==> src/hw/rtl/sts_pkg.sv <==
// Shared types and constants for the sorted name/phone table.
// Used by sts_mem, sts_seq and sorted_table_search_insert; depends on nothing.
`timescale 1ns / 1ps

package sts_pkg;

	localparam int DEPTH     = 64;
	localparam int ADDR_W    = $clog2(DEPTH);
	localparam int CNT_W     = ADDR_W + 1;
	localparam int KEY_W     = 64;
	localparam int PHONE_W   = 34;
	localparam int KEY_CHARS = 8;

	// only the leading KEY_CHARS characters of a name take part in ordering
	localparam logic [KEY_W-1:0] KEY_MASK = {KEY_W{1'b1}} << (KEY_W - 8 * KEY_CHARS);

	typedef enum logic [1:0] {
		KIND_CLEAR  = 2'd0,
		KIND_ADD    = 2'd1,
		KIND_SEARCH = 2'd2,
		KIND_READ   = 2'd3
	} kind_t;

	typedef enum logic [2:0] {
		ST_IDLE,
		ST_PROBE,
		ST_CMP,
		ST_SHIFT,
		ST_INS,
		ST_RD_WAIT,
		ST_DONE
	} state_t;

	typedef struct packed {
		logic [KEY_W-1:0]   key;
		logic [PHONE_W-1:0] phone;
	} entry_t;

	typedef struct packed {
		logic              we;
		logic [ADDR_W-1:0] waddr;
		entry_t            wdata;
		logic [ADDR_W-1:0] raddr;
	} mem_req_t;

	typedef struct packed {
		logic               found;
		logic               inserted;
		logic               table_full;
		logic [ADDR_W-1:0]  position;
		logic [KEY_W-1:0]   key_out;
		logic [PHONE_W-1:0] phone_out;
		logic [CNT_W-1:0]   count_out;
	} result_t;

endpackage

==> src/hw/rtl/sts_seq.sv <==
// Sequencer for the sorted table: binary search probes, shift-up insert,
// indexed read. Drives sts_mem through a request struct. Depends on sts_pkg.
`timescale 1ns / 1ps

module sts_seq (
	input  logic                              clk,
	input  logic                              arst_n,
	input  logic                              in_valid,
	output logic                              in_ready,
	input  sts_pkg::kind_t                    kind,
	input  logic [sts_pkg::KEY_W-1:0]         name_key,
	input  logic [sts_pkg::PHONE_W-1:0]       phone,
	input  logic [sts_pkg::ADDR_W-1:0]        index,
	output sts_pkg::mem_req_t                 mem_req,
	input  sts_pkg::entry_t                   mem_rdata,
	output logic                              res_valid,
	input  logic                              res_ready,
	output sts_pkg::result_t                  res
);

	localparam int CW = sts_pkg::CNT_W;
	localparam int AW = sts_pkg::ADDR_W;

	sts_pkg::state_t state_q, state_d;
	logic [CW-1:0]   count_q;

	sts_pkg::kind_t              kind_q;
	logic [sts_pkg::KEY_W-1:0]   key_q;
	logic [sts_pkg::PHONE_W-1:0] phone_q;
	logic [CW-1:0]               lo_q;
	logic [CW-1:0]               hip1_q;   // high bound plus one
	logic [AW-1:0]               mid_q;
	logic [CW-1:0]               sh_q;     // shift destination
	logic [AW-1:0]               pos_q;
	logic                        found_q;
	logic                        ins_q;
	logic                        full_q;
	logic [sts_pkg::KEY_W-1:0]   kout_q;
	logic [sts_pkg::PHONE_W-1:0] pout_q;

	logic [CW:0]   mid_sum;
	logic [AW-1:0] mid;
	logic          in_range;
	logic          is_full;
	logic          key_eq;
	logic          key_lt;
	logic          more_shift;

	assign mid_sum    = {1'b0, lo_q} + {1'b0, hip1_q} - (CW + 1)'(1);
	assign mid        = mid_sum[AW:1];
	assign in_range   = lo_q < hip1_q;
	assign is_full    = count_q == CW'(sts_pkg::DEPTH);
	assign key_eq     = mem_rdata.key == key_q;
	assign key_lt     = mem_rdata.key < key_q;
	assign more_shift = (sh_q - CW'(1)) > {1'b0, pos_q};

	// next state
	always_comb begin
		state_d = state_q;
		unique case (state_q)
			sts_pkg::ST_IDLE: begin
				if (in_valid) begin
					unique case (kind)
						sts_pkg::KIND_CLEAR:  state_d = sts_pkg::ST_DONE;
						sts_pkg::KIND_ADD:    state_d = is_full ? sts_pkg::ST_DONE
						                                        : sts_pkg::ST_PROBE;
						sts_pkg::KIND_SEARCH: state_d = sts_pkg::ST_PROBE;
						sts_pkg::KIND_READ:   state_d = ({1'b0, index} < count_q)
						                                ? sts_pkg::ST_RD_WAIT
						                                : sts_pkg::ST_DONE;
						default:              state_d = sts_pkg::ST_DONE;
					endcase
				end
			end
			sts_pkg::ST_PROBE: begin
				priority if (in_range) begin
					state_d = sts_pkg::ST_CMP;
				end else if (is_full) begin
					state_d = sts_pkg::ST_DONE;
				end else if (count_q > lo_q) begin
					state_d = sts_pkg::ST_SHIFT;
				end else begin
					state_d = sts_pkg::ST_INS;
				end
			end
			sts_pkg::ST_CMP: begin
				state_d = (kind_q == sts_pkg::KIND_SEARCH && key_eq) ? sts_pkg::ST_DONE
				                                                     : sts_pkg::ST_PROBE;
			end
			sts_pkg::ST_SHIFT:   state_d = more_shift ? sts_pkg::ST_SHIFT : sts_pkg::ST_INS;
			sts_pkg::ST_INS:     state_d = sts_pkg::ST_DONE;
			sts_pkg::ST_RD_WAIT: state_d = sts_pkg::ST_DONE;
			sts_pkg::ST_DONE:    state_d = res_ready ? sts_pkg::ST_IDLE : sts_pkg::ST_DONE;
			default:             state_d = sts_pkg::ST_IDLE;
		endcase
	end

	// outputs and memory port
	always_comb begin
		in_ready      = 1'b0;
		res_valid     = 1'b0;
		mem_req.we    = 1'b0;
		mem_req.waddr = pos_q;
		mem_req.wdata = '{key: key_q, phone: phone_q};
		mem_req.raddr = mid;
		unique case (state_q)
			sts_pkg::ST_IDLE: begin
				in_ready      = 1'b1;
				mem_req.raddr = index;
			end
			sts_pkg::ST_PROBE: begin
				// search over: prefetch the last entry for the shift
				mem_req.raddr = in_range ? mid : AW'(count_q - CW'(1));
			end
			sts_pkg::ST_SHIFT: begin
				mem_req.we    = 1'b1;
				mem_req.waddr = sh_q[AW-1:0];
				mem_req.wdata = mem_rdata;
				mem_req.raddr = AW'(sh_q - CW'(2));
			end
			sts_pkg::ST_INS: begin
				mem_req.we = 1'b1;
			end
			sts_pkg::ST_DONE: begin
				res_valid = 1'b1;
			end
			sts_pkg::ST_CMP, sts_pkg::ST_RD_WAIT: begin
			end
			default: begin
			end
		endcase
	end

	assign res = '{
		found:      found_q,
		inserted:   ins_q,
		table_full: full_q,
		position:   pos_q,
		key_out:    kout_q,
		phone_out:  pout_q,
		count_out:  count_q
	};

	always_ff @(posedge clk or negedge arst_n) begin
		if (!arst_n) begin
			state_q <= sts_pkg::ST_IDLE;
			count_q <= '0;
		end else begin
			state_q <= state_d;
			if (state_q == sts_pkg::ST_IDLE && in_valid && kind == sts_pkg::KIND_CLEAR) begin
				count_q <= '0;
			end else if (state_q == sts_pkg::ST_INS) begin
				count_q <= count_q + CW'(1);
			end
		end
	end

	always_ff @(posedge clk) begin
		unique case (state_q)
			sts_pkg::ST_IDLE: begin
				if (in_valid) begin
					kind_q  <= kind;
					key_q   <= name_key & sts_pkg::KEY_MASK;
					phone_q <= phone;
					lo_q    <= '0;
					hip1_q  <= count_q;
					found_q <= 1'b0;
					ins_q   <= 1'b0;
					full_q  <= (kind == sts_pkg::KIND_ADD) && is_full;
					kout_q  <= '0;
					pout_q  <= '0;
					pos_q   <= (kind == sts_pkg::KIND_READ) ? index : '0;
				end
			end
			sts_pkg::ST_PROBE: begin
				priority if (in_range) begin
					mid_q <= mid;
				end else if (is_full) begin
					full_q <= 1'b1;
					pos_q  <= '0;
				end else begin
					pos_q <= lo_q[AW-1:0];
					sh_q  <= count_q;
				end
			end
			sts_pkg::ST_CMP: begin
				priority if (kind_q == sts_pkg::KIND_SEARCH && key_eq) begin
					found_q <= 1'b1;
					kout_q  <= mem_rdata.key;
					pout_q  <= mem_rdata.phone;
					pos_q   <= mid_q;
				end else if (key_lt || key_eq) begin
					lo_q <= {1'b0, mid_q} + CW'(1);
				end else begin
					hip1_q <= {1'b0, mid_q};
				end
			end
			sts_pkg::ST_SHIFT: begin
				sh_q <= sh_q - CW'(1);
			end
			sts_pkg::ST_INS: begin
				ins_q  <= 1'b1;
				kout_q <= key_q;
				pout_q <= phone_q;
			end
			sts_pkg::ST_RD_WAIT: begin
				kout_q <= mem_rdata.key;
				pout_q <= mem_rdata.phone;
			end
			sts_pkg::ST_DONE: begin
			end
			default: begin
			end
		endcase
	end

endmodule

==> config.mk <==
export PLATFORM = sky130hd
export DESIGN_NAME = sts_seq
export DESIGN_NICKNAME = d
export VERILOG_FILES = /design/src/hw/rtl/sts_pkg.sv /design/src/hw/rtl/sts_seq.sv
export SDC_FILE = /design/constraint.sdc
export NUM_CORES = 1
export LEC_CHECK = 0
export ABC_AREA = 1
export BUFFER_PORTS_ARGS = -buffer_cell sky130_fd_sc_hd__buf_2
export CAP_MARGIN = 20
export CORE_UTILIZATION = 30
export CTS_CLUSTER_DIAMETER = 30
export DETAILED_ROUTE_END_ITERATION = 8
export SLEW_MARGIN = 40
export SYNTH_ARGS = -nofsm -noshare
export SYNTH_HDL_FRONTEND = slang
export SYNTH_SLANG_ARGS = --single-unit
==> constraint.sdc <==
create_clock -name clk -period 6.98 [get_ports clk]
set_input_delay 0.698 -clock clk [delete_from_list [all_inputs] [get_ports clk]]
set_output_delay 0.698 -clock clk [all_outputs]
set_load 0.01 [all_outputs]
==> results of run 1 <==
[power by group]
group / switching (W) / total (W) / internal, W / leakage [nW]
Clock: 0.000933 / 0.00318 / 0.00224 / 1.16
Sequential: 0.000256 / 0.00274 / 0.00248 / 2.40
Combinational: 0.00251 / 0.00376 / 0.00125 / 5.30
Total: 0.00370 / 0.00967 / 0.00598 / 8.86
[cell type report]
class,count,area [µm²]
fillers,4305,25600
clock buffers,86,1900
repair buffers,448,2350
multi-input cells,845,4910
flip-flops and latches,244,7280
inverters,265,995
well taps,592,741
clock inverters,45,477
diodes,3,7.51
[cell usage in the layout, fill, tap and decap left out, types with 5 or more instances in the layout]
cell type,instances
buf_2,434
nand2_1,286
inv_1,253
edfxtp_1,234
o21ai_0,143
ha_1,104
clkbuf_16,74
o22ai_1,65
a21oi_1,58
nor2_1,56
o21ai_1,28
nand3_1,23
clkinv_2,16
nor3_1,12
clkbuf_1,12
inv_2,11
clkinv_1,11
xor2_1,10
nand4_1,10
dfrtp_1,10
bufinv_16,9
nor2_4,6
o211ai_1,6
nor2_2,5
o21a_1,5
clkinvlp_4,5
buf_4,5
[state kept, by name (all words and copies together), names as in the netlist]
name	count
key_q	64
kout_q	64
phone_q	34
pout_q	34
count_q	7
hip1_q	7
lo_q	7
sh_q	7
mid_q	6
pos_q	6
state_q	3
kind_q	2
found_q	1
full_q	1
ins_q	1
[worst min path at each step]
stage	startpoint	to	slack, ns	cells after the start
final	phone[22]	phone_q[22]	0.30	1
after global routing	phone[22]	phone_q[22]	0.27	1
after CTS	phone[22]	phone_q[22]	0.25	1
after detailed placement	phone_q[16]	pout_q[16]	0.54	2
after global placement	phone_q[12]	pout_q[12]	0.53	2
after floorplan	arst_n	count_q[0]	0.40	0
[synth_stat cells, types with 3 or more instances]
library cell / number
nor3_1: 12
a21o_1: 3
a21oi_1: 59
dfrtp_1: 10
o21ai_1: 28
nor2_4: 5
o21a_1: 5
clkbuf_1: 13
buf_4: 14
inv_1: 253
nor2_1: 58
edfxtp_1: 234
inv_2: 11
nand2_1: 287
o21ai_0: 143
nand3_1: 23
o22ai_1: 65
nor3_2: 3
buf_2: 22
xnor2_1: 3
ha_1: 104
o211ai_1: 6
xor2_1: 10
nand4_1: 10
o21bai_1: 3
nor2_2: 4
or2_2: 3
[worst reg2reg max path, delay by kind of cell, from the launching register on]
| family | cells | cell delay [ns] |
|---|---|---|
| fa+ha+maj | 1 | 0.30 |
| flops | 1 | 0.37 |
| buf+inv | 5 | 0.91 |
| simple gates | 8 | 1.34 |
[through the flow]
step	cell area, µm²	worst slack (ns)	hold slack [ns]
floorplan	13500	0.583	0.402
detailed placement	16200	2.99	0.543
global route	18600	3.08	0.267
finish	18600	3.25	0.295
CTS	18600	3.04	0.249
global placement	16200	2.82	0.532
[metal layers]
layer	part of all wire [%]	vias up	routed length [µm]	global-route usage, %
met3	7.5	99	3270	5.57
met4	2.8	10	1230	8.15
li1	-	5736	-	-
met5	0.16	-	70	0
met1	41	5473	17800	22.4
met2	48	460	20900	30.9
[kinds of logic after synthesis]
logic type | after synthesis
adder cells (fa/ha/maj) | 105
AND/OR/NAND/NOR | 408
XOR/XNOR | 13
AO/OA/AOI/OAI | 319
flip-flops | 244
buffers and inverters | 318
==> impl_results.md, run 1 <==
- Share of flip-flops with an asynchronous set or reset after synthesis: 4.10%
- Combinational family with the most area after synthesis: compound AO/OA/AOI/OAI gates
- R2R setup slack: 3.57 ns
- Number of hold buffers added after CTS: 1
- Achievable clock frequency: 0.268 GHz
- Clock buffer count from CTS: 72
- Post-CTS setup buffer count: 0
- WL final: 43,300 µm
- Most common cell type on the critical path: inv_1
- Result of the run: completed
- Antenna Violating Nets Remaining: 0
- DR vias/cell: 4.66
- Number of detailed-routing iterations run before antenna repair: 5
- Clock slew at reported path FFs: 0.04 ns
- Top post-synthesis cells by area: edfxtp_1 (52%), ha_1 (9.7%), nand2_1 (8.0%)
- Worst stage delay on the critical path: 0.42 ns
- Number of sinks handled by clock tree synthesis: 244
- Count of placed standard cells in the final layout, fillers left out: 2,528
- Number of top-level pins: 435
- Placer congestion estimate: 0.893
- RSZ-0062 raised after global routing: no
- Number of distinct standard cells referenced by the synthesized netlist: 41
- Detailed placer's ending HPWL: 32,200 µm
- Arr. time, crit path: 3.04 ns
- Dominant delay contributor by cell family on the critical path: adder cells
- Synth Register Bits: 244
- Max-slew violation count: 0
- Xor-xnor portion of the synthesized cell area: 0.846%
- Number of global-route vias before repair: 11,500
- Final design utilization: 42.2%
- Final setup violation count: 0
- Leakage power summed over all cells: 8.86 nW
- Later-pin clock latency in the skew report: 0.58 ns
- Required @ worst endpoint: 6.28 ns
- Max Cap Viol: 0
- Share of the clock period used by the worst path: 53.5%
- Cell type with the largest total area after synthesis: edfxtp_1
- Critical Path End Type: output port
- Post-Syn Instances: 1,407
- Largest vdd supply drop: 0.287 mV
- Initial core utilization: 30.4%
- Slew at the pin with the worst max-slew slack: 0.833 ns
- Worst path depth: 12
- Vertical extent of the die: 214 µm
- Primary flip-flop cell chosen by synthesis mapping: edfxtp_1
- Area growth from synthesis to final layout: 38.6%
- Class of the most critical setup path: reg -> out
- GR Util All Layers: 18.7%
- CORE AREA: 44,200 µm²
- Total number of yosys warnings: 0
- Iter 0 DRT Violations: 739
- Register-to-Register Path Depth: 14
- Synth Area in Compound Gates: 13.1%
- Worst R2R End: kout_q[4]
- CTS root buffer: clkbuf_16
- Synth Cell Area: 13,500 µm²
- Syn Area/Cell: 9.56 µm²
- Count of endpoints failing hold in the final timing report: 0
- Count of H-tree levels built during CTS: 3
- PnR Total Power: 0.00967 W
- Clock buffer depth: 3
- Total congestion overflow after global routing: 0
- Proportion of layout cells with a drive suffix above 1: 30.5%
- Fin Clk Skew: 0.0227 ns
- Count of port buffers added during placement: 434
- Area share of the largest cell type after synthesis: 52.2%
- Sequential fraction of the synthesis area: 54.1%
- Final layout net count: 2,189
- CP cell instances: inv_1 > ha_1 > inv_1 > ha_1 > inv_1 > fa_1 > o21ai_0 > xnor2_1 > inv_1 > o21ai_0 > o2111ai_1 > buf_2
- FP Rows: 77
- Combined buffer and inverter count along the critical path: 5
- First-pass GRT wire length: 64,200 µm
- Worst Path Max Fanout: 3
- Path class of the lowest-slack min-delay path: in -> reg
- Capture point of the critical path: mem_req[4]
- DIE WIDTH: 214 µm
- P per Cell Area: 519 nW/µm²
- Total DRC errors in the routed layout: 0
- Final Critical Period: 3.73 ns
- Largest net degree at the start of global routing: 99
- CTS tree: yes
- Full die area: 45,700 µm²
- WL/cell: 17.1 µm
- Vias: 11,800
- Mux contribution to synthesized area: 0%
- Number of flops mapped to enable cells by yosys: 234
- Placed cell count: 2,392
- Number of gates resized after CTS: 0
- Post-Route Setup TNS: 0 ns
- Max transition margin: 44.5%
- Launching element type of the critical path: flip-flop
- Critical path's slowest cell: edfxtp_1
- Start point of the critical path: lo_q[1]
- Antenna violations before repair: 8
- Start of the worst register-to-register path: key_q[3]
- Simple logic cell fraction of the synthesized area: 12.6%
- Net count after synthesis: 1,720
- Adder and majority gate portion of the synthesized area: 9.82%
(Power assumes the default switching activity.)
==> run 2, diff against run 1 <==
==> constraint.sdc (replaced) <==
create_clock -name clk -period 3.4 [get_ports clk]
set_input_delay 0.34 -clock clk [delete_from_list [all_inputs] [get_ports clk]]
set_output_delay 0.34 -clock clk [all_outputs]
set_load 0.01 [all_outputs]
==> run 2 against run 1 <==
  * Non-clock buffer count rose by 117
  * Sequential power grew 110%
  * Setup slack lost 3.0 ns
  * Sequential share of layout area fell by 2.2 points
  * Die area did not move
  * Clock skew rose by 0.011 ns
  * Flip-flop and latch count stayed put
  * Largest cell class unchanged
  * Clock power is 100% higher
==> impl_results.md, run 2 (synthesized netlist as in run 1, its figures left out) <==
- Area growth from synthesis to final layout: 46.9%
- Total DRC errors in the routed layout: 0 (unchanged)
- Achievable clock frequency: 0.313 GHz
- Total congestion overflow after global routing: 0 (unchanged)
- CORE AREA: 44,200 µm² (unchanged)
- Combined buffer and inverter count along the critical path: 3 (-2)
- Clock buffer depth: 3 (unchanged)
- Max Cap Viol: 0 (unchanged)
- PnR Total Power: 0.0201 W (+110%)
- Full die area: 45,700 µm² (unchanged)
- Dominant delay contributor by cell family on the critical path: adder cells
- Vias: 12,100 (+2.7%)
- CP cell instances: inv_1 > ha_1 > inv_1 > ha_1 > a21oi_1 > nand2_1 > nand2_1 > nand2_1 > a21oi_1 > xor2_1 > nand2_1 > o211ai_1 > buf_2
- DIE WIDTH: 214 µm (unchanged)
- Most common cell type on the critical path: nand2_1
- Count of H-tree levels built during CTS: 3 (unchanged)
- Worst Path Max Fanout: 4 (+1)
- Clock buffer count from CTS: 70 (-2.8%)
- DR vias/cell: 4.57 (-1.8%)
- GR Util All Layers: 19.6% (+0.90 points)
- Switching Power: 0.00784 W (+110%)
- Internal power contribution: 0.0123 W (+110%)
- Final Critical Period: 3.20 ns
- Critical path's slowest cell: edfxtp_1
- Later-pin clock latency in the skew report: 0.59 ns (about the same)
- Worst stage delay on the critical path: 0.38 ns (-0.04 ns)
- Path class of the lowest-slack min-delay path: in -> reg
- Largest registers in the final layout: key_q x64, kout_q x64
- Required @ worst endpoint: 3.06 ns (-3.22 ns)
- Placer congestion estimate: 0.905 (+1.3%)
- Slew at the pin with the worst max-slew slack: 0.746 ns (-0.0866 ns)
- WL/cell: 16.9 µm (-1.1%)
- Final setup violation count: 0 (unchanged)
- FP Rows: 77 (unchanged)
- CTS root buffer: clkbuf_16
- Initial core utilization: 30.4% (unchanged)
- Final layout net count: 2,304 (+5.3%)
- Vertical extent of the die: 214 µm (unchanged)
- Count of port buffers added during placement: 434 (unchanged)
- P per Cell Area: 1020 nW/µm² (+96%)
- Max-slew violation count: 0 (unchanged)
- First-pass GRT wire length: 67,300 µm (+4.8%)
- Fin Clk Skew: 0.0333 ns (+0.0105 ns)
- Arr. time, crit path: 2.86 ns (-0.18 ns)
- Clock slew at reported path FFs: 0.04 ns (about the same)
- Result of the run: completed
- WL final: 44,800 µm (+3.5%)
- Number of sinks handled by clock tree synthesis: 244 (unchanged)
- Combinational Power Share: 40.2% (+1.4 points)
- Switching power share of the total: 38.9% (+0.69 points)
- Iter 0 DRT Violations: 547 (-26%)
- Number of top-level pins: 435 (unchanged)
- Share of the clock period used by the worst path: 94.1%
- Critical Path End Type: output port
- Most used cells in the layout excluding fill and tap cells: buf_2 (434), nand2_1 (286), inv_1 (251), edfxtp_1 (234), o21ai_0 (141)
- Final-layout worst hold slack: 0.0834 ns (-0.212 ns)
- Detailed placer's ending HPWL: 32,900 µm (+2.2%)
- Number of global-route vias before repair: 12,200 (+5.8%)
- Largest net degree at the start of global routing: 150 (+52%)
- Leading cell type in the layout, fill and taps excluded: buf_2
- Largest vdd supply drop: 0.527 mV (+83%)
- Class of the most critical setup path: reg -> out
- Post-Route Setup TNS: 0 ns (unchanged)
- Antenna Violating Nets Remaining: 0 (unchanged)
- Number of detailed-routing iterations run before antenna repair: 5 (unchanged)
- Max transition margin: 50.1% (+5.6 points)
- Count of endpoints failing hold in the final timing report: 0 (unchanged)
- Proportion of layout cells with a drive suffix above 1: 30.1% (-0.46 points)
- Leakage power summed over all cells: 9.35 nW (+5.5%)
- Sequential power share: 28.0% (-0.3 points)
- Clock network fraction of total power: 31.8% (-1.0 points)
- CTS tree: yes
- RSZ-0062 raised after global routing: no
- Antenna violations before repair: 4 (-4)
- Launching element type of the critical path: flip-flop
[run 2: cell count changes in the layout (fill, tap and decap cells not counted), moves of 3 or more]
cell / change
clkinv_4: +6
clkbuf_8: +3
dlygate4sd3_1: +100
clkbuf_1: -6
buf_4: +17
bufinv_16: -3
buf_12: +6
clkbuf_16: -3
buf_8: -3
[run 2: worst paths after layout]
kind,start,slack (ns),cells past startpoint,to
min in group asynchronous,arst_n,0.18,2,count_q[0]
worst min-delay path,in_valid,0.08,3,state_q[2]
worst max-delay path,lo_q[3],0.20,13,mem_req[5]
worst max register to register,key_q[7],0.34,12,pos_q[5]
max in group asynchronous,arst_n,3.01,2,state_q[0]
worst min register to register,phone_q[7],0.55,2,pout_q[7]
[run 2: worst reg2reg max path, stage by stage (launching register included)]
cell and delay, ns:
edfxtp_1 0.33, inv_1 0.08, ha_1 0.30, nand2_1 0.07
nor2_1 0.28, nand4_1 0.25, nor2_1 0.16, nand2_1 0.13
nor2_1 0.28, nand2_1 0.08, nand2_1 0.06, inv_1 0.09
a211oi_2 0.57
[run 2: layer usage]
metal / wire (µm) / vias to the layer above / GRT usage (%)
met5: 11 / - / 0
met4: 1910 / 2 / 11.5
met3: 2960 / 106 / 4.86
met2: 21400 / 436 / 32.1
met1: 18500 / 5581 / 23.2
li1: - / 5969 / -
[run 2: repair_timing]
action                                  CTS  global route
hold buffers                            101             0
endpoints found under the hold margin   110             0
gates resized for setup                   1             4
gates cloned                              0             0
pin swaps                                 1             1
endpoints found under the setup margin    1             3
setup buffers                             0             8
[run 2: metrics by stage]
stage	setup WS (ns)	util (%)	cells	cell area, µm²
floorplan	0.103	-	1407	13500
global placement	0.112	36.9	2402	16300
detailed placement	0.135	37.0	2402	16300
CTS	0.00983	44.5	2633	19700
global route	0.0422	44.7	2644	19800
finish	0.202	44.7	2644	19800
[run 2: power groups by stage]
stage	sequential [W]	combinational, W	clock, W
floorplan	0.00591	0.00434	0
CTS	0.00565	0.00808	0.00653
global route	0.00576	0.00909	0.00669
global placement	0.00567	0.00785	0
detailed placement	0.00567	0.00795	0
finish	0.00563	0.00811	0.00640
[run 2: cell type report]
class	instances	area (µm²)
clock inverter	50	499
inverter	265	995
antenna	3	7.51
sequential	244	7280
timing repair buffer	565	3500
clock buffer	80	1840
fill	4183	24500
multi-input combinational	845	4910
tap	592	741
==> run 3, diff against run 2 <==
--- a/config.mk
+++ b/config.mk
@@ -8,9 +8,10 @@
 export ABC_AREA = 1
 export BUFFER_PORTS_ARGS = -buffer_cell sky130_fd_sc_hd__buf_2
 export CAP_MARGIN = 20
-export CORE_UTILIZATION = 30
+export CORE_UTILIZATION = 40
 export CTS_CLUSTER_DIAMETER = 30
 export DETAILED_ROUTE_END_ITERATION = 8
+export PLACE_DENSITY = 0.65
 export SLEW_MARGIN = 40
 export SYNTH_ARGS = -nofsm -noshare
 export SYNTH_HDL_FRONTEND = slang
==> constraint.sdc (replaced) <==
create_clock -name clk -period 3.44 [get_ports clk]
set_input_delay 0.344 -clock clk [delete_from_list [all_inputs] [get_ports clk]]
set_output_delay 0.344 -clock clk [all_outputs]
set_load 0.01 [all_outputs]
==> run 3 against run 2 <==
  * Flip-flop and latch count stayed put
  * Die area is 25% lower
  * Sequential share of layout area is 0.54 points higher
  * Core utilization is 15 points higher
  * Register-to-register slack better by 0.25 ns
  * Count of clock-buffer cells in the layout is 7 lower
  * Routed wire length is 2.3% lower
  * Hold slack worse by 0.058 ns
  * Sequential power is 1% lower
  * Cell count is 6.5% lower
  * First-iteration DRC count is 29% higher
  * Total power is 1.2% lower
  * Highest routed layer is now met4
==> impl_results.md, run 3 (synthesized netlist as in run 1, its figures left out) <==
- Iter 0 DRT Violations: 707 (+29%)
- Clock buffer count from CTS: 67 (-4.3%)
- Antenna Violating Nets Remaining: 0 (unchanged)
- Largest registers in the final layout: key_q x64, kout_q x64
- Class of the most critical setup path: reg -> out
- Count of endpoints failing hold in the final timing report: 0 (unchanged)
- DIE WIDTH: 185 µm (-13%)
- Register-to-Register Path Depth: 13 (+1)
- P per Cell Area: 1020 nW/µm² (+0.22%)
- Total DRC errors in the routed layout: 0 (unchanged)
- First-pass GRT wire length: 65,800 µm (-2.2%)
- Count of port buffers added during placement: 434 (unchanged)
- CTS root buffer: clkbuf_16
- Number of detailed-routing iterations run before antenna repair: 5 (unchanged)
- Fin Clk Skew: 0.0314 ns (-0.00184 ns)
- Vertical extent of the die: 185 µm (-13%)
- Leakage power summed over all cells: 9.28 nW (-0.76%)
- Worst R2R End: pout_q[0]
- Slew at the pin with the worst max-slew slack: 0.839 ns (+0.0925 ns)
- CTS tree: yes
- Final Critical Period: 3.25 ns
- Result of the run: completed
- Later-pin clock latency in the skew report: 0.56 ns (-0.03 ns)
- Final setup violation count: 0 (unchanged)
- Proportion of layout cells with a drive suffix above 1: 29.4% (-0.65 points)
- Leading cell type in the layout, fill and taps excluded: buf_2
- Clock buffer depth: 3 (unchanged)
- Count of H-tree levels built during CTS: 3 (unchanged)
- Worst Path Max Fanout: 3 (-1)
- Most used cells in the layout excluding fill and tap cells: buf_2 (434), nand2_1 (286), inv_1 (252), edfxtp_1 (234), o21ai_0 (142)
- Reg area: 7280 µm² (unchanged)
- Placed cell count: 2,247 (-6.5%)
- Final-layout worst hold slack: 0.0251 ns (-0.0584 ns)
- Area growth from synthesis to final layout: 44.8%
- Launching element type of the critical path: flip-flop
- Initial core utilization: 41.1% (+11 points)
- GR Util All Layers: 25.4% (+5.9 points)
- Placer congestion estimate: 0.924 (+2.1%)
- Number of sinks handled by clock tree synthesis: 244 (unchanged)
- Number of top-level pins: 435 (unchanged)
- Start of the worst register-to-register path: key_q[15]
- Antenna violations before repair: 3 (-1)
- Full die area: 34,400 µm² (-25%)
- Clock slew at reported path FFs: 0.04 ns (about the same)
- Required @ worst endpoint: 3.10 ns (+0.04 ns)
- Count of placed standard cells in the final layout, fillers left out: 2,471 (-6.5%)
- WL final: 43,700 µm (-2.3%)
- Final layout net count: 2,288 (-0.69%)
- Hold path endpoint: phone_q[33]
- Arr. time, crit path: 2.90 ns (+0.04 ns)
- Fill cell count: 2,779 (-34%)
- Max Cap Viol: 0 (unchanged)
- Number of cells traversed by the worst hold path: 1 (-2)
- FP Rows: 66 (-14%)
- Total congestion overflow after global routing: 0 (unchanged)
- Number of global-route vias before repair: 12,100 (-0.91%)
- Largest net degree at the start of global routing: 150 (unchanged)
- Share of the clock period used by the worst path: 94.4%
- Detailed placer's ending HPWL: 31,600 µm (-4.0%)
- Area taken by multi-input logic gates: 4900 µm² (-0.13%)
- Path class of the lowest-slack min-delay path: in -> reg
- R2R setup slack: 0.59 ns (+0.25 ns)
- WL/cell: 17.7 µm (+4.5%)
- Achievable clock frequency: 0.308 GHz
- DR vias/cell: 4.96 (+8.5%)
- Vias: 12,300 (+1.4%)
- Startpoint of the most critical hold path: phone[33]
- Largest vdd supply drop: 0.559 mV (+6.1%)
- Critical Path End Type: output port
- CORE AREA: 32,800 µm² (-26%)
- Max transition margin: 44.1% (-6.0 points)
- Max-slew violation count: 0 (unchanged)
-- run 3: changes by cell type in the layout (fill, tap and decap cells not counted), moves of 3 or more --
cell	change
clkinv_4	-4
clkbuf_8	-3
buf_12	+5
dlygate4sd3_1	-4
bufinv_16	+5
clkinv_2	-4
buf_4	-13
-- run 3: where the power goes --
group | switching [W] | internal [W]
sequential | 0.000533 | 0.00503
clock | 0.00186 | 0.00445
combinational | 0.00517 | 0.00286
total | 0.00756 | 0.0123
-- run 3: worst max path at each step --
| stage | end | cells after the start | start | slack, ns |
|---|---|---|---|---|
| after detailed placement | pout_q[4] | 13 | mem_rdata[93] | 0.47 |
| final | mem_req[4] | 12 | lo_q[1] | 0.19 |
| after floorplan | kout_q[0] | 12 | key_q[55] | 0.14 |
| after global placement | pout_q[4] | 13 | mem_rdata[93] | 0.48 |
| after CTS | mem_req[4] | 12 | lo_q[1] | 0.07 |
| after global routing | mem_req[5] | 13 | lo_q[3] | -0.004 |
-- run 3: layout make-up --
type | count | area share, %
diodes | 3 | 0.0385
inverters | 265 | 5.11
well taps | 442 | 2.84
clock buffers | 73 | 8.94
flip-flops and latches | 244 | 37.4
repair buffers | 552 | 17.7
multi-input cells | 845 | 25.2
clock inverters | 47 | 2.85
-- run 3: worst max-delay path: stages (launching register included) --
cell	delay (ns)
edfxtp_1	0.44
inv_2	0.10
ha_1	0.22
inv_1	0.07
ha_1	0.17
inv_1	0.05
fa_1	0.41
o21ai_1	0.19
xnor2_1	0.13
inv_1	0.10
o21ai_0	0.16
o2111ai_1	0.14
buf_2	0.17
-- run 3: repair_timing --
action | 4_1_cts | 5_1_grt
endpoints found under the hold margin | 106 | 0
resized for setup | 0 | 2
buffers inserted | 0 | 4
hold buffers | 97 | 0
endpoints found under the setup margin | 0 | 2
-- run 3: layer usage --
layer	track usage, %	wire length [µm]
met5	0	0
met4	12.1	1790
met1	29.0	16700
met3	6.67	3530
met2	44.1	21700
-- run 3: metrics by stage --
step	instance area (µm²)	power (W)	setup TNS, ns	util (%)	setup WS, ns
floorplan	13500	0.0101	0	-	0.143
global placement	16200	0.0133	0	49.3	0.478
detailed placement	16200	0.0134	0	49.3	0.465
CTS	19400	0.0199	0	59.3	0.0744
global route	19500	0.0211	-0.00379	59.4	-0.00379
finish	19500	0.0199	0	59.4	0.194
